### config.mk
export PLATFORM = sky130hd
export DESIGN_NAME = mec_ram
export DESIGN_NICKNAME = d
export VERILOG_FILES = /design/src/design/mec_ram.sv
export SDC_FILE = /design/constraint.sdc
export NUM_CORES = 2
export LEC_CHECK = 0
export BUFFER_PORTS_ARGS = -buffer_cell sky130_fd_sc_hd__buf_2
export CORE_MARGIN = 2
export CORE_UTILIZATION = 57
export DETAILED_ROUTE_END_ITERATION = 16
export GPL_TIMING_DRIVEN = 0
export PLACE_DENSITY_LB_ADDON = 0.25
export SLEW_MARGIN = 20
export SYNTH_ARGS = -nofsm -noshare
export SYNTH_HDL_FRONTEND = slang
export SYNTH_SLANG_ARGS = --single-unit
### constraint.sdc
create_clock -name clk -period 10.4 [get_ports clk]
set_clock_uncertainty 0.2 [all_clocks]
set_input_delay 0 -clock clk [delete_from_list [all_inputs] [get_ports clk]]
set_output_delay 0 -clock clk [all_outputs]
set_load 0.02 [all_outputs]
### src/design/mec_ram.sv
// ----------------------------------------------------------------------------
// mec_ram: generic single-port-write, single-port-read RAM
// One write and one registered read per cycle.
// ----------------------------------------------------------------------------
module mec_ram #(
  parameter int WIDTH = 32,
  parameter int DEPTH = 128
) (
  input  logic                     clk,
  input  logic                     we,
  input  logic [$clog2(DEPTH)-1:0] waddr,
  input  logic [WIDTH-1:0]         wdata,
  input  logic                     re,
  input  logic [$clog2(DEPTH)-1:0] raddr,
  output logic [WIDTH-1:0]         rdata
);

  logic [WIDTH-1:0] mem_r [DEPTH];
  logic [WIDTH-1:0] rdata_r;

  always_ff @(posedge clk) begin
    if (we) begin
      mem_r[waddr] <= wdata;
    end
    if (re) begin
      rdata_r <= mem_r[raddr];
    end
  end

  assign rdata = rdata_r;

endmodule

# Word level (Yosys, flattened, before mapping)

Memories as Yosys holds them, arrays and structs flattened. A register that Yosys moved wholly into a read port is not among the register bits.
Cells that the tools add are included.

Register bits: 0
RAM bits: 4,096
Input port bits: 49
Output and inout bits: 32
Memories: 1

Multiplexer cells: 2

Memory list:

| memory | depth | bits a word | rd ports | clocked after memory_dff | wr ports | RTL line | RTL |
|---|---|---|---|---|---|---|---|
| mem_r  | 128   | 32          | 1        | 1                        | 1        | 18       | `logic [WIDTH-1:0] mem_r [DEPTH];` |

Operators with widths:

| kind    | number |
|---|---|
| $mux W1 | 2 |

# Logic depth before layout (Yosys ltp)

Word-level depth: 2
Depth in mapped cells: 8

# Worst setup path before layout

Ideal clock, no wire load.

Kind: input-to-reg
Start: input port we
End: memory mem_r[98][0] (enable)
Setup time: 0.461 ns
Data arrival time: 2.778 ns
Required time: 9.739 ns
Setup slack: 6.961 ns
Cell stages on the path: 3
Path buffers: 1
Cell sequence: clkbuf_1 -> nand4_1 -> nor3_1

Word-level cells in the longest chain between the ends: 2

Ends and longest elaborated chain:

| item                          | RTL line | RTL |
|---|---|---|
| from (decl)                   | 10       | `input logic we,` |
| $mux W1                       | 22       | `if (we) begin` |
| $mux W1 (not written as such) | 23       | `mem_r[waddr] <= wdata;` |
| to (decl)                     | 18       |  |

No other way between the ends.

==> key figures <==
Layout
  • Layout area overhead: 15.6%
  • Layout cells sized above 1: 0.349
  • Nets@finish: ~7000

Power
  • Switch share: 0.214
  • Net Sw Power: approximately 7.3 mW
  • Clk pwr share: 0.403
  • Total power: 34.2 mW
  • Pwr dens: between 150 and 200 nW/um^2
  • Combinational cell fraction of total power: 0.059
  • Leakage power: 55.7 nW
  • Seq pwr share: 0.538
  • Internal power: 26.9 mW
  • Max IR drop VDD: 0.170 mV

Placed design
  • DP HPWL: 266000 um
  • Placer Congestion: about 1.0
  • Port Buffer Count: 69

Detailed routing
  • DRC: 0
  • Vias per cell: 6.72
  • Via count: a little over 70000
  • Drt first pass iters: 6
  • WL per Instance: between 30 and 40 um
  • Routed WL: 405000 um
  • Post-route ant nets: 0
  • Drt initial violations: 11300

Yosys
  • Yosys top cell by area: edfxtp_1
  • Seq/Total Area, Yosys: 0.792
  • Synth warnings: 0
  • Syn nets: around 6000
  • Top cell type's share of synthesized area: 0.792
  • Synth Register Bits: 4128
  • Top post-synthesis cells by area: edfxtp_1 (79%), mux4_2 (19%), clkbuf_1 (0.44%)
  • Yosys cell types: 16
  • Mapped Area: 157000 sq um
  • Mapped Cells: 5990
  • Syn_area_per_cell: 26.1 sq um

Floorplan
  • Area of the die: roughly 280000 sq um
  • Top-level I/O count: 81
  • Core Box Area: 273000 sq um
  • Site row count: approximately 190
  • Die Span X: 528 um
  • Die Y: 528 um
  • Initial Utilization: 0.573

Critical path
  • Setup crit start kind: input port
  • Reg2Reg Setup Slack: 7.26 ns
  • Worst path max stage delay: 0.97 ns
  • Worst Path Class, Setup: in2reg
  • Crit-path most repeated cell: mux4_2
  • FF-to-FF path depth: 4
  • Reg-to-reg startpoint: mem_r[37][17]
  • Critical path's slowest cell: buf_1
  • CP arrival: 4.25 ns
  • Crit-path cells: clkbuf_1 -> buf_2 -> clkbuf_2 -> buf_1 -> mux4_2 -> mux4_2 -> mux4_2 -> mux2_2
  • Crit Path Max Fanout: 10
  • Endpoint class of the critical path: flop
  • Worst EP required: roughly 11 ns
  • Worst R2R End: rdata[17]

Hold path
  • Worst Hold Class: in2reg
  • Min-delay src: wdata[26]
  • Min-Delay Path Depth: 3
  • Hold endpoint: mem_r[50][26]

STA
  • Hold Vio Cnt, Final: 0
  • Worst slew pin tran: between 1 and 1.5 ns
  • Period utilization: 0.372
  • Final setup TNS: 0 ns
  • # setup viols final: 0
  • Max frequency: 0.258 GHz
  • Final Critical Period: 3.87 ns
  • Worst rel slew slack: 0.165
  • Max Slew Vio Count: 0
  • RSZ-0062 raised after global routing: no

Clock network
  • CTS Buf Count: 397
  • Clock sink count: 4128
  • Post-CTS sizing: 0
  • CTS Buffer Depth: 4
  • CTS root buffer: clkbuf_16
  • H-Tree Depth: 5
  • Clock transition at the registers of the reported paths: roughly 0.06 ns
  • Post-CTS Repair Setup Buffers: 0
  • TritonCTS clock tree: done
  • Clock Latency Late Sink: 0.92 ns

Global route
  • GRT Resource Usage Total: 0.293
  • Antenna violations before repair: 68
  • Global route total overflow: 0
  • Global-route wire length before repair: 563000 um
  • Vias in the first global route: 72300
  • Maximum number of pins on one net before global-route repair: 105

Run
  • Maxcap violations: 0

Run status
  • Status: completed
worst max path at each step:
stage | from | end | cells past startpoint
floorplan | we | mem_r[98][0] | 3
global route | raddr[2] | rdata[14] | 9
global placement | waddr[4] | mem_r[82][18] | 4
detailed placement | raddr[2] | rdata[27] | 8
CTS | raddr[2] | rdata[27] | 9
finish | raddr[2] | rdata[27] | 8
critical path: cells and delay by family:
family / cells / cell delay (ns)
buffers and inverters: 4 / 2.23
muxes: 4 / 1.99
metrics by stage:
stage | instances | util | setup WS, ns | instance area [sq um] | hold slack (ns)
final | 10800 | 0.662 | 6.53 | 181000 | 0.0163
after global routing | 10800 | 0.662 | 6.49 | 181000 | 0.0609
after CTS | 10700 | 0.661 | 6.65 | 181000 | 0.0219
after detailed placement | 9861 | 0.612 | 5.75 | 167000 | 0.171
after global placement | 9648 | 0.591 | 3.68 | 161000 | 0.255
after floorplan | 5990 | - | 6.96 | 157000 | -0.101
per-layer routing:
metal,up-vias,part of all wire,global-route usage
met5,-,0.00060,0.00364
met4,16,0.043,0.124
met3,690,0.12,0.0873
met2,4529,0.47,0.444
met1,39100,0.36,0.404
li1,28100,-,-
power by group through the flow:
stage / Clock, mW / Combinational (mW) / Sequential, mW
floorplan: 0 / 0.887 / 18.8
global placement: 0 / 1.76 / 18.8
detailed placement: 0 / 1.89 / 18.8
CTS: 13.9 / 1.97 / 18.4
global route: 14.5 / 2.07 / 18.4
finish: 13.8 / 2.02 / 18.4
placed cells by master, fill, tap and decap left out:
master / n
nor2b_1: 7
clkbuf_2: 36
diode_2: 99
or3_1: 1
buf_12: 80
nand3_1: 12
clkbuf_1: 233
clkinvlp_4: 17
clkinv_1: 93
buf_2: 122
edfxtp_1: 4128
buf_6: 35
inv_6: 9
nand4_1: 3
nand2b_1: 2
buf_1: 41
bufinv_16: 25
clkinv_2: 75
nor3_2: 9
mux2_2: 32
nor2_1: 3
clkinv_8: 1
dlygate4sd3_1: 75
buf_4: 40
clkbuf_16: 404
buf_8: 1
buf_16: 124
mux4_2: 1344
clkinv_4: 2
nor2_4: 119
nand2_1: 14
Yosys cell counts:
library cell / n
mux4_2: 1344
nor3_1: 9
nand2_1: 14
or3_1: 1
nor2b_1: 7
clkbuf_1: 182
buf_6: 2
edfxtp_1: 4128
mux2_2: 32
nand3_1: 12
buf_2: 79
buf_4: 3
nor2_1: 122
nand2b_1: 2
buf_1: 50
nand4_1: 3
final cells by class:
cell class	instances	area, sq um
well taps	3589	4490
fillers	16400	92300
flip-flops and latches	4128	124000
clock buffers	487	10400
multi-input cells	1546	32300
plain buffers	316	1360
diodes	99	248
clock inverters	222	1720
repair buffers	388	6620
registers in the layout, indices dropped and copies added (netlist names):
signal,count
rdata,32
mem_r,4096
cell families after synthesis:
| kind of cell | synth area share |
|---|---|
| buffers and inverters | 0.00837 |
| muxes | 0.196 |
| and+or+nand+nor | 0.00445 |
| DFF | 0.792 |
repair_timing:
item	CTS	global route
hold buffers	104	0
endpoints found under the hold margin	4447	0
setup endpoints to repair	0	0
No activity file was read; power rests on OpenSTA's default activity.
