`config.mk`:
```
export PLATFORM = sky130hd
export DESIGN_NAME = mec_ctrl
export DESIGN_NICKNAME = d
export VERILOG_FILES = /design/src/design/mec_pkg.sv /design/src/design/mec_ctrl.sv
export SDC_FILE = /design/constraint.sdc
export NUM_CORES = 1
export LEC_CHECK = 0
export ABC_AREA = 1
export BUFFER_PORTS_ARGS = -buffer_cell sky130_fd_sc_hd__buf_2
export CORE_UTILIZATION = 44
export DETAILED_ROUTE_END_ITERATION = 8
export GPL_ROUTABILITY_DRIVEN = 0
export PLACE_DENSITY = 0.66
export SYNTH_ARGS = -nofsm -noshare
export SYNTH_HDL_FRONTEND = slang
export SYNTH_SLANG_ARGS = --single-unit
```
`constraint.sdc`:
```
create_clock -name clk -period 1.7 [get_ports clk]
set_clock_uncertainty 0.1 [all_clocks]
set_input_delay 0.255 -clock clk [delete_from_list [all_inputs] [get_ports clk]]
set_output_delay 0.255 -clock clk [all_outputs]
set_load 0.005 [all_outputs]
```
`src/design/mec_pkg.sv`:
```
// ----------------------------------------------------------------------------
// mec_pkg: shared types and constants of the minimum enclosing circle unit
// Widths of the fixed-point formats, controller commands and status.
// ----------------------------------------------------------------------------
package mec_pkg;

  localparam int CRD_W  = 16;  // point coordinate, 4 fraction bits
  localparam int CEN_W  = 24;  // center coordinate, 8 fraction bits
  localparam int RSQ_W  = 50;  // squared radius, 16 fraction bits
  localparam int RAD_W  = 25;  // radius, 8 fraction bits
  localparam int DLT_W  = 26;  // signed point-to-center delta
  localparam int DIF_W  = 17;  // signed coordinate difference
  localparam int PRD_W  = 34;  // product of two differences
  localparam int SQS_W  = 35;  // s1, s2 and the determinant
  localparam int CRS_W  = 52;  // product of s by a difference
  localparam int NUM_W  = 53;  // nx, ny
  localparam int SNUM_W = 58;  // signed dividend 16*n + d
  localparam int QUO_W  = 57;  // dividend magnitude and quotient
  localparam int DEN_W  = 35;  // divisor 2*d
  localparam int CSUM_W = 59;  // center before saturation

  localparam logic [CEN_W-1:0] CEN_MAX = {CEN_W{1'b1}};

  typedef enum logic [4:0] {
    S_LOAD, S_INIT_RD, S_INIT_W,
    S_I_CHK, S_I_RD, S_I_CMP,
    S_J_CHK, S_J_RD, S_J_CMP, S_J_RAD, S_J_RADW,
    S_K_CHK, S_K_RD, S_K_CMP,
    S_CC_DIFF, S_CC_PROD, S_CC_CROSS, S_CC_SCALE,
    S_DIVX, S_DIVX_W, S_DIVY, S_DIVY_W,
    S_K_RAD, S_K_RADW,
    S_SQRT, S_SQRT_W, S_DONE
  } state_t;

  typedef enum logic [1:0] {SRC_MEM, SRC_PI, SRC_PJ} sq_src_t;

  typedef enum logic [2:0] {
    CEN_HOLD, CEN_MEM0, CEN_PI, CEN_MID, CEN_RAD, CEN_CCX, CEN_CCY
  } cen_op_t;

  typedef enum logic [2:0] {
    CC_IDLE, CC_DIFF, CC_PROD, CC_CROSS, CC_SCALE
  } cc_op_t;

  typedef struct packed {
    sq_src_t sq_src;
    cen_op_t cen_op;
    logic    cap_pi;
    logic    cap_pj;
    logic    cap_pk;
    cc_op_t  cc_op;
    logic    div_start;
    logic    div_sel_y;
    logic    sqrt_start;
    logic    col_set;
    logic    col_clr;
    logic    out_load;
    logic    ovf;
  } cmd_t;

  typedef struct packed {
    logic covered;
    logic det_zero;
    logic div_busy;
    logic sqrt_busy;
    logic out_busy;
  } sts_t;

endpackage

```
`src/design/mec_ctrl.sv`:
```
// ----------------------------------------------------------------------------
// mec_ctrl: sequencer of the minimum enclosing circle search
// Loads points, walks the three nested loops and drives the datapath.
// ----------------------------------------------------------------------------
module mec_ctrl #(
  parameter int MAX_POINTS = 128,
  parameter int AW         = 7,
  parameter int CW         = 8
) (
  input  logic           clk,
  input  logic           rst_n,
  input  logic           in_valid,
  output logic           in_ready,
  input  logic           in_last,
  output logic           ram_we,
  output logic [AW-1:0]  ram_waddr,
  output logic           ram_re,
  output logic [AW-1:0]  ram_raddr,
  output mec_pkg::cmd_t  cmd,
  input  mec_pkg::sts_t  sts
);

  import mec_pkg::*;

  state_t        state_r, state_nxt;
  logic [CW-1:0] cnt_r, cnt_nxt;
  logic [CW-1:0] i_r, i_nxt;
  logic [CW-1:0] j_r, j_nxt;
  logic [CW-1:0] k_r, k_nxt;
  logic          ovf_r, ovf_nxt;
  logic          full;
  logic          i_more, j_more, k_more;

  assign full   = (cnt_r == CW'(MAX_POINTS));
  assign i_more = (i_r < cnt_r);
  assign j_more = (j_r < i_r);
  assign k_more = (k_r < j_r);

  always_ff @(posedge clk) begin
    if (!rst_n) begin
      state_r <= S_LOAD;
      cnt_r   <= '0;
      i_r     <= '0;
      j_r     <= '0;
      k_r     <= '0;
      ovf_r   <= 1'b0;
    end else begin
      state_r <= state_nxt;
      cnt_r   <= cnt_nxt;
      i_r     <= i_nxt;
      j_r     <= j_nxt;
      k_r     <= k_nxt;
      ovf_r   <= ovf_nxt;
    end
  end

  // next state
  always_comb begin
    state_nxt = state_r;
    unique case (state_r)
      S_LOAD:     if (in_valid && in_last) state_nxt = S_INIT_RD;
      S_INIT_RD:  state_nxt = S_INIT_W;
      S_INIT_W:   state_nxt = S_I_CHK;
      S_I_CHK:    state_nxt = i_more ? S_I_RD : S_SQRT;
      S_I_RD:     state_nxt = S_I_CMP;
      S_I_CMP:    state_nxt = sts.covered ? S_I_CHK : S_J_CHK;
      S_J_CHK:    state_nxt = j_more ? S_J_RD : S_I_CHK;
      S_J_RD:     state_nxt = S_J_CMP;
      S_J_CMP:    state_nxt = sts.covered ? S_J_CHK : S_J_RAD;
      S_J_RAD:    state_nxt = S_J_RADW;
      S_J_RADW:   state_nxt = S_K_CHK;
      S_K_CHK:    state_nxt = k_more ? S_K_RD : S_J_CHK;
      S_K_RD:     state_nxt = S_K_CMP;
      S_K_CMP:    state_nxt = sts.covered ? S_K_CHK : S_CC_DIFF;
      S_CC_DIFF:  state_nxt = S_CC_PROD;
      S_CC_PROD:  state_nxt = S_CC_CROSS;
      S_CC_CROSS: state_nxt = sts.det_zero ? S_K_CHK : S_CC_SCALE;
      S_CC_SCALE: state_nxt = S_DIVX;
      S_DIVX:     state_nxt = S_DIVX_W;
      S_DIVX_W:   if (!sts.div_busy) state_nxt = S_DIVY;
      S_DIVY:     state_nxt = S_DIVY_W;
      S_DIVY_W:   if (!sts.div_busy) state_nxt = S_K_RAD;
      S_K_RAD:    state_nxt = S_K_RADW;
      S_K_RADW:   state_nxt = S_K_CHK;
      S_SQRT:     state_nxt = S_SQRT_W;
      S_SQRT_W:   if (!sts.sqrt_busy) state_nxt = S_DONE;
      S_DONE:     if (!sts.out_busy) state_nxt = S_LOAD;
      default:    state_nxt = S_LOAD;
    endcase
  end

  // loop counters and point count
  always_comb begin
    cnt_nxt = cnt_r;
    i_nxt   = i_r;
    j_nxt   = j_r;
    k_nxt   = k_r;
    ovf_nxt = ovf_r;
    case (state_r)
      S_LOAD: begin
        if (in_valid) begin
          if (full) ovf_nxt = 1'b1;
          else      cnt_nxt = cnt_r + 1'b1;
        end
      end
      S_INIT_W:   i_nxt = CW'(1);
      S_I_CMP: begin
        if (sts.covered) i_nxt = i_r + 1'b1;
        else             j_nxt = '0;
      end
      S_J_CHK:    if (!j_more) i_nxt = i_r + 1'b1;
      S_J_CMP:    if (sts.covered) j_nxt = j_r + 1'b1;
      S_J_RADW:   k_nxt = '0;
      S_K_CHK:    if (!k_more) j_nxt = j_r + 1'b1;
      S_K_CMP:    if (sts.covered) k_nxt = k_r + 1'b1;
      S_CC_CROSS: if (sts.det_zero) k_nxt = k_r + 1'b1;
      S_K_RADW:   k_nxt = k_r + 1'b1;
      S_DONE: begin
        if (!sts.out_busy) begin
          cnt_nxt = '0;
          ovf_nxt = 1'b0;
        end
      end
      default: ;
    endcase
  end

  // outputs
  always_comb begin
    in_ready       = 1'b0;
    ram_we         = 1'b0;
    ram_waddr      = cnt_r[AW-1:0];
    ram_re         = 1'b0;
    ram_raddr      = '0;
    cmd.sq_src     = SRC_MEM;
    cmd.cen_op     = CEN_HOLD;
    cmd.cap_pi     = 1'b0;
    cmd.cap_pj     = 1'b0;
    cmd.cap_pk     = 1'b0;
    cmd.cc_op      = CC_IDLE;
    cmd.div_start  = 1'b0;
    cmd.div_sel_y  = 1'b0;
    cmd.sqrt_start = 1'b0;
    cmd.col_set    = 1'b0;
    cmd.col_clr    = 1'b0;
    cmd.out_load   = 1'b0;
    cmd.ovf        = ovf_r;
    unique case (state_r)
      S_LOAD: begin
        in_ready = 1'b1;
        ram_we   = in_valid && !full;
      end
      S_INIT_RD: begin
        ram_re      = 1'b1;
        cmd.col_clr = 1'b1;
      end
      S_INIT_W:   cmd.cen_op = CEN_MEM0;
      S_I_CHK: begin
        ram_re    = i_more;
        ram_raddr = i_r[AW-1:0];
      end
      S_I_RD:     cmd.cap_pi = 1'b1;
      S_I_CMP:    if (!sts.covered) cmd.cen_op = CEN_PI;
      S_J_CHK: begin
        ram_re    = j_more;
        ram_raddr = j_r[AW-1:0];
      end
      S_J_RD:     cmd.cap_pj = 1'b1;
      S_J_CMP:    if (!sts.covered) cmd.cen_op = CEN_MID;
      S_J_RAD:    cmd.sq_src = SRC_PJ;
      S_J_RADW:   cmd.cen_op = CEN_RAD;
      S_K_CHK: begin
        ram_re    = k_more;
        ram_raddr = k_r[AW-1:0];
      end
      S_K_RD:     cmd.cap_pk = 1'b1;
      S_K_CMP:    ;
      S_CC_DIFF:  cmd.cc_op = CC_DIFF;
      S_CC_PROD:  cmd.cc_op = CC_PROD;
      S_CC_CROSS: begin
        cmd.cc_op   = CC_CROSS;
        cmd.col_set = sts.det_zero;
      end
      S_CC_SCALE: cmd.cc_op = CC_SCALE;
      S_DIVX:     cmd.div_start = 1'b1;
      S_DIVX_W:   if (!sts.div_busy) cmd.cen_op = CEN_CCX;
      S_DIVY: begin
        cmd.div_start = 1'b1;
        cmd.div_sel_y = 1'b1;
      end
      S_DIVY_W:   if (!sts.div_busy) cmd.cen_op = CEN_CCY;
      S_K_RAD:    cmd.sq_src = SRC_PI;
      S_K_RADW:   cmd.cen_op = CEN_RAD;
      S_SQRT:     cmd.sqrt_start = 1'b1;
      S_SQRT_W:   ;
      S_DONE:     cmd.out_load = !sts.out_busy;
      default:    ;
    endcase
  end

endmodule

```
==> results.yml, run 1 <==
synth:
  synth_edf_count: 0
  syn_avg_cell_area_um2: 6.19
  yosysWarnings: 0
  ys_ff_latch: 38
  synthDistinctLibCells: 36
  synthCells: 537
  syn_area_um2: 3320
  synth_top_flop_cell: "dfxtp_1"
  synthArstFlopShare_pct: 0
  ys_seq_area_share_pct: 22.9
  synth_nets: 572
cts:
  cts.sinks: 38
  cts_buffers: 5
  cts_hold_buf: 0
  clock_path_buffers: 2
  cts-root-buf: "clkbuf_8"
  htreeDepth: 2
floorplanning:
  die_x_um: 88.9
  dieHeight_um: 88.9
  num_rows: 31
  initial_utilization_pct: 45.6
  io_pins: 44
status:
  status: "did not finish"
  haltStage: "global routing"
  stop_error: "[ERROR GRT-0232] Routing congestion too high. Check the congestion heatmap in the GUI."
place:
  port_buffers: 43
  hpwl_mm: 8.03
global_routing:
  gr-total-overflow: 28
  grt_max_degree: 13
  track_usage_pct: 76.2
timing:
  worst_path_end_type: "primary output"
  grt_worst_setup_endpoint: "ram_re"
==> cells by family after synthesis <==
logic type | Yosys count | synth area share [%]
DFF | 38 | 22.9
buffers and inverters | 104 | 12.8
xor gates and xnor gates | 15 | 3.95
AOI/OAI and AO/OA | 74 | 12.5
and+or+nand+nor | 280 | 38.0
adders and majority gates | 26 | 9.79
==> cell usage after synthesis, types with 2 or more instances <==
library cell	n	area, um^2
o21ai_1	5	25.0
ha_1	26	325
o221ai_1	4	35.0
o21ai_0	10	50.1
buf_2	2	10.0
o211ai_1	5	37.5
dfxtp_1	38	761
nor2_1	44	165
nor3_1	7	35.0
a21oi_1	43	215
o21a_1	2	15.0
inv_2	10	37.5
nor4_1	3	18.8
xor2_1	13	114
nor2_4	2	22.5
buf_4	8	60.1
nand2_2	4	25.0
nand3_1	48	240
nor3_2	2	20.0
nor2_2	9	56.3
nand4_1	15	93.8
nand2_1	141	529
nand2_4	2	22.5
clkbuf_1	5	18.8
inv_1	77	289
xnor2_1	2	17.5
==> metal layers <==
metal | GRT overflow | GRT usage, %
met5 | 0 | 24.0
met3 | 4 | 66.2
met2 | 17 | 88.8
met1 | 0 | 77.4
met4 | 7 | 74.3
==> metrics by stage <==
| stage | std cells | util (%) | cell area, um^2 | setup TNS [ns] | setup slack [ns] |
|---|---|---|---|---|---|
| floorplan | 537 | - | 3320 | 0 | 0.00937 |
| global placement | 757 | 58.6 | 4270 | -3.12 | -0.150 |
| detailed placement | 757 | 58.6 | 4270 | -4.14 | -0.179 |
| CTS | 805 | 74.8 | 5450 | -6.33 | -0.291 |
==> repair_timing <==
action                     in CTS
setup endpoints to repair      63
pin swaps                      65
gates resized for setup       213
buffers inserted               40
cloned                          2
==> run 2, diff against run 1 <==
--- a/config.mk
+++ b/config.mk
@@ -7,10 +7,10 @@
 export LEC_CHECK = 0
 export ABC_AREA = 1
 export BUFFER_PORTS_ARGS = -buffer_cell sky130_fd_sc_hd__buf_2
-export CORE_UTILIZATION = 44
+export CORE_UTILIZATION = 29
 export DETAILED_ROUTE_END_ITERATION = 8
 export GPL_ROUTABILITY_DRIVEN = 0
-export PLACE_DENSITY = 0.66
+export PLACE_DENSITY_LB_ADDON = 0.15
 export SYNTH_ARGS = -nofsm -noshare
 export SYNTH_HDL_FRONTEND = slang
 export SYNTH_SLANG_ARGS = --single-unit
==> constraint.sdc (replaced) <==
create_clock -name clk -period 2.21 [get_ports clk]
set_clock_uncertainty 0.1 [all_clocks]
set_input_delay 0.3315 -clock clk [delete_from_list [all_inputs] [get_ports clk]]
set_output_delay 0.3315 -clock clk [all_outputs]
set_load 0.005 [all_outputs]
==> results.yml, run 2 <==
status:
  status: "complete, no violations"
routing:
  viasPerCell: 4.89
  wl_mm: 10.5
  firstDrtPassIters: 5
  drtAntennaViolNets: 0
  routedWlPerCell_um: 14.1
  routed-via-count: 3641
  drc_errors: 0
  drtIter0Drc: 216
synth:
  yosys-top-cells-count: "nand2_1 (141), inv_1 (77), nand3_1 (48), nor2_1 (44), a21oi_1 (43)"
  ys_ff_latch: 38
  syn_avg_cell_area_um2: 6.19
  synth_compound_area_share_pct: 12.5
  ys_seq_area_share_pct: 22.9
  yosys-top-cells-area: "dfxtp_1 (23%), nand2_1 (16%), ha_1 (9.8%)"
  synth_fa_ha_area_share_pct: 9.79
  synth_top_family_by_area: "simple AND/OR/NAND/NOR gates"
  yosysWarnings: 0
  synth.largest_area_cell: "dfxtp_1"
  synth_top_area_share_pct: 22.9
  synth_edf_count: 0
  synth_mux_area_share_pct: 0
  yosysMostFrequentCell: "nand2_1"
  synthCells: 537
  synthXorXnorAreaFrac_pct: 3.95
  yosys.area_share.simple_pct: 38.0
  synth_top_flop_cell: "dfxtp_1"
  synth_nets: 572
  synthDistinctLibCells: 36
  synthArstFlopShare_pct: 0
  syn_area_um2: 3320
timing:
  fin_crit_sh_pct: 96.6
  hold_viol: 0
  finalSetupTns_ns: 0
  maxSlewHeadroom_pct: 74.5
  rsz0062_at_grt: "yes"
  drv_slew: 0
  fmax_mhz: 468
  period_needed_ns: 2.14
  worst_pin_slew_ns: 0.381
  setup_viol: 0
global_routing:
  grt_max_degree: 16
  grt_pass1_vias: 3380
  gr-total-overflow: 0
  track_usage_pct: 18.4
  grt_pass1_wl_mm: 16.8
  antenna_found_initial: 0
pwr:
  swShare_pct: 38.1
  p_comb_share_pct: 37.1
  clkPwrFrac_pct: 30.1
  power_leakage_nw: 2.13
  p_per_area_nw_per_um2: 588
  p_switching_uw: 947
  p_int_mw: 1.54
  vdd_ir_drop_max_mv: 0.341
  p_seq_share_pct: 32.7
final_layout:
  multi_input_area_um2: 2310
  final_common_cell: "nand2_1"
  mostFrequentLayoutCells: "nand2_1 (136), inv_1 (69), nand3_1 (45), buf_2 (43), nor2_1 (42)"
  antennaDiodeCount: 0
  layout-drive-gt1-share_pct: 27.0
  instances_no_fill: 744
  area_growth_pct: 27.2
  seq_area_um2: 792
  utilization_pct: 38.5
  finalInstanceArea_um2: 4230
  fin_nets: 638
  fill_cells: 1174
cts:
  cts-root-buf: "clkbuf_16"
  clock_latency_ns: 0.29
  cts.sinks: 38
  clock_path_buffers: 2
  clk_pin_slew_ns: 0.06
  htreeDepth: 2
  cts_buffers: 5
  cts_tree: "done"
  cts_hold_buf: 0
floorplanning:
  die_area_um2: 11900
  num_rows: 38
  io_pins: 44
  core-area_um2: 11000
  die_x_um: 109
  dieHeight_um: 109
  initial_utilization_pct: 30.2
min_path:
  whs_path_depth: 3
  worstHoldStart: "sts[2]"
  hp-class: "input pin to flip-flop"
  hold-path-endpoint: "state_r[2]"
worst_setup_path:
  r2r-start: "state_r[3]"
  rrSetupSlack_ns: 0.29
  r2r_cells: 10
  r2r-end: "k_r[5]"
  critPathMaxFanout: 5
  crit_path_end_kind: "output port"
  cp.required_ns: 1.78
  crit_arrival_ns: 1.70
  timing_worst_setup_path_type: "flip-flop to output port"
  startpoint_type: "flip-flop"
job:
  maxCapViolCount: 0
place:
  port_buffers: 43
  hpwl_mm: 8.40
  dpl_cell_area_um2: 3800
  placed_cells: 728
## run 2: final cells by class
class / count / share of cell area, %
clock buffers: 6 / 3.29
clock inverters: 2 / 0.296
inverters: 89 / 8.17
multi-input cells: 395 / 54.8
flip-flops and latches: 38 / 18.7
well taps: 140 / 4.15
repair buffers: 74 / 10.6
## run 2: how the worst max path moves through the flow
stage,start,to,cells past startpoint
after floorplan,cnt_r[5],ram_re,7
after global placement,cnt_r[7],ram_re,8
after detailed placement,cnt_r[6],ram_re,8
after CTS,cnt_r[7],ram_re,8
after global routing,j_r[7],ram_re,7
final,cnt_r[0],ram_we,8
## run 2: logic make-up (layout without fill, tap and decap cells)
kind of cell,after synthesis,in the layout
AND/OR/NAND/NOR,280,280
buffers and inverters,104,171
AO/OA/AOI/OAI,74,74
flip-flops,38,38
adder cells (fa/ha/maj),26,26
XOR/XNOR,15,15
## run 2: timing repair
| action | 4_1_cts | 5_1_grt |
|---|---|---|
| resized for setup | 16 | 47 |
| setup buffers | 0 | 8 |
| pin swaps | 2 | 16 |
| endpoints found under the hold margin | 0 | 0 |
| setup endpoints to repair | 10 | 12 |
## run 2: worst max-delay path, cell delays in order (launching register included)
cell     delay, ns
dfxtp_4       0.36
inv_4         0.07
ha_4          0.12
nand4_1       0.15
nor4_4        0.40
nor2_4        0.09
nand2_4       0.10
inv_2         0.03
buf_2         0.11
## run 2: metal layers
layer / GRT usage, % / vias up / routed length, um
met5: 0 / - / 0
li1: - / 1874 / -
met3: 2.39 / 14 / 379
met4: 6.76 / 0 / 218
met2: 29.9 / 94 / 4760
met1: 24.7 / 1659 / 5150
## run 2: power groups by stage
| stage | clock network, mW | registers, mW | logic, mW |
|---|---|---|---|
| 2_1_floorplan | 0 | 0.796 | 0.575 |
| 3_3_place_gp | 0 | 0.808 | 0.818 |
| 3_5_place_dp | 0 | 0.810 | 0.814 |
| 4_1_cts | 0.776 | 0.799 | 0.824 |
| 5_1_grt | 0.801 | 0.823 | 1.03 |
| 6_report | 0.749 | 0.813 | 0.923 |
## run 2: stage by stage
step	hold slack (ns)	worst slack [ns]	power, mW
6_report	0.220	0.0741	2.49
4_1_cts	0.209	-0.0309	2.40
3_5_place_dp	0.400	0.127	1.62
5_1_grt	0.240	-0.0104	2.65
2_1_floorplan	0.371	0.454	1.37
3_3_place_gp	0.394	0.106	1.63
Note: power is estimated with default switching activity, not from simulation.
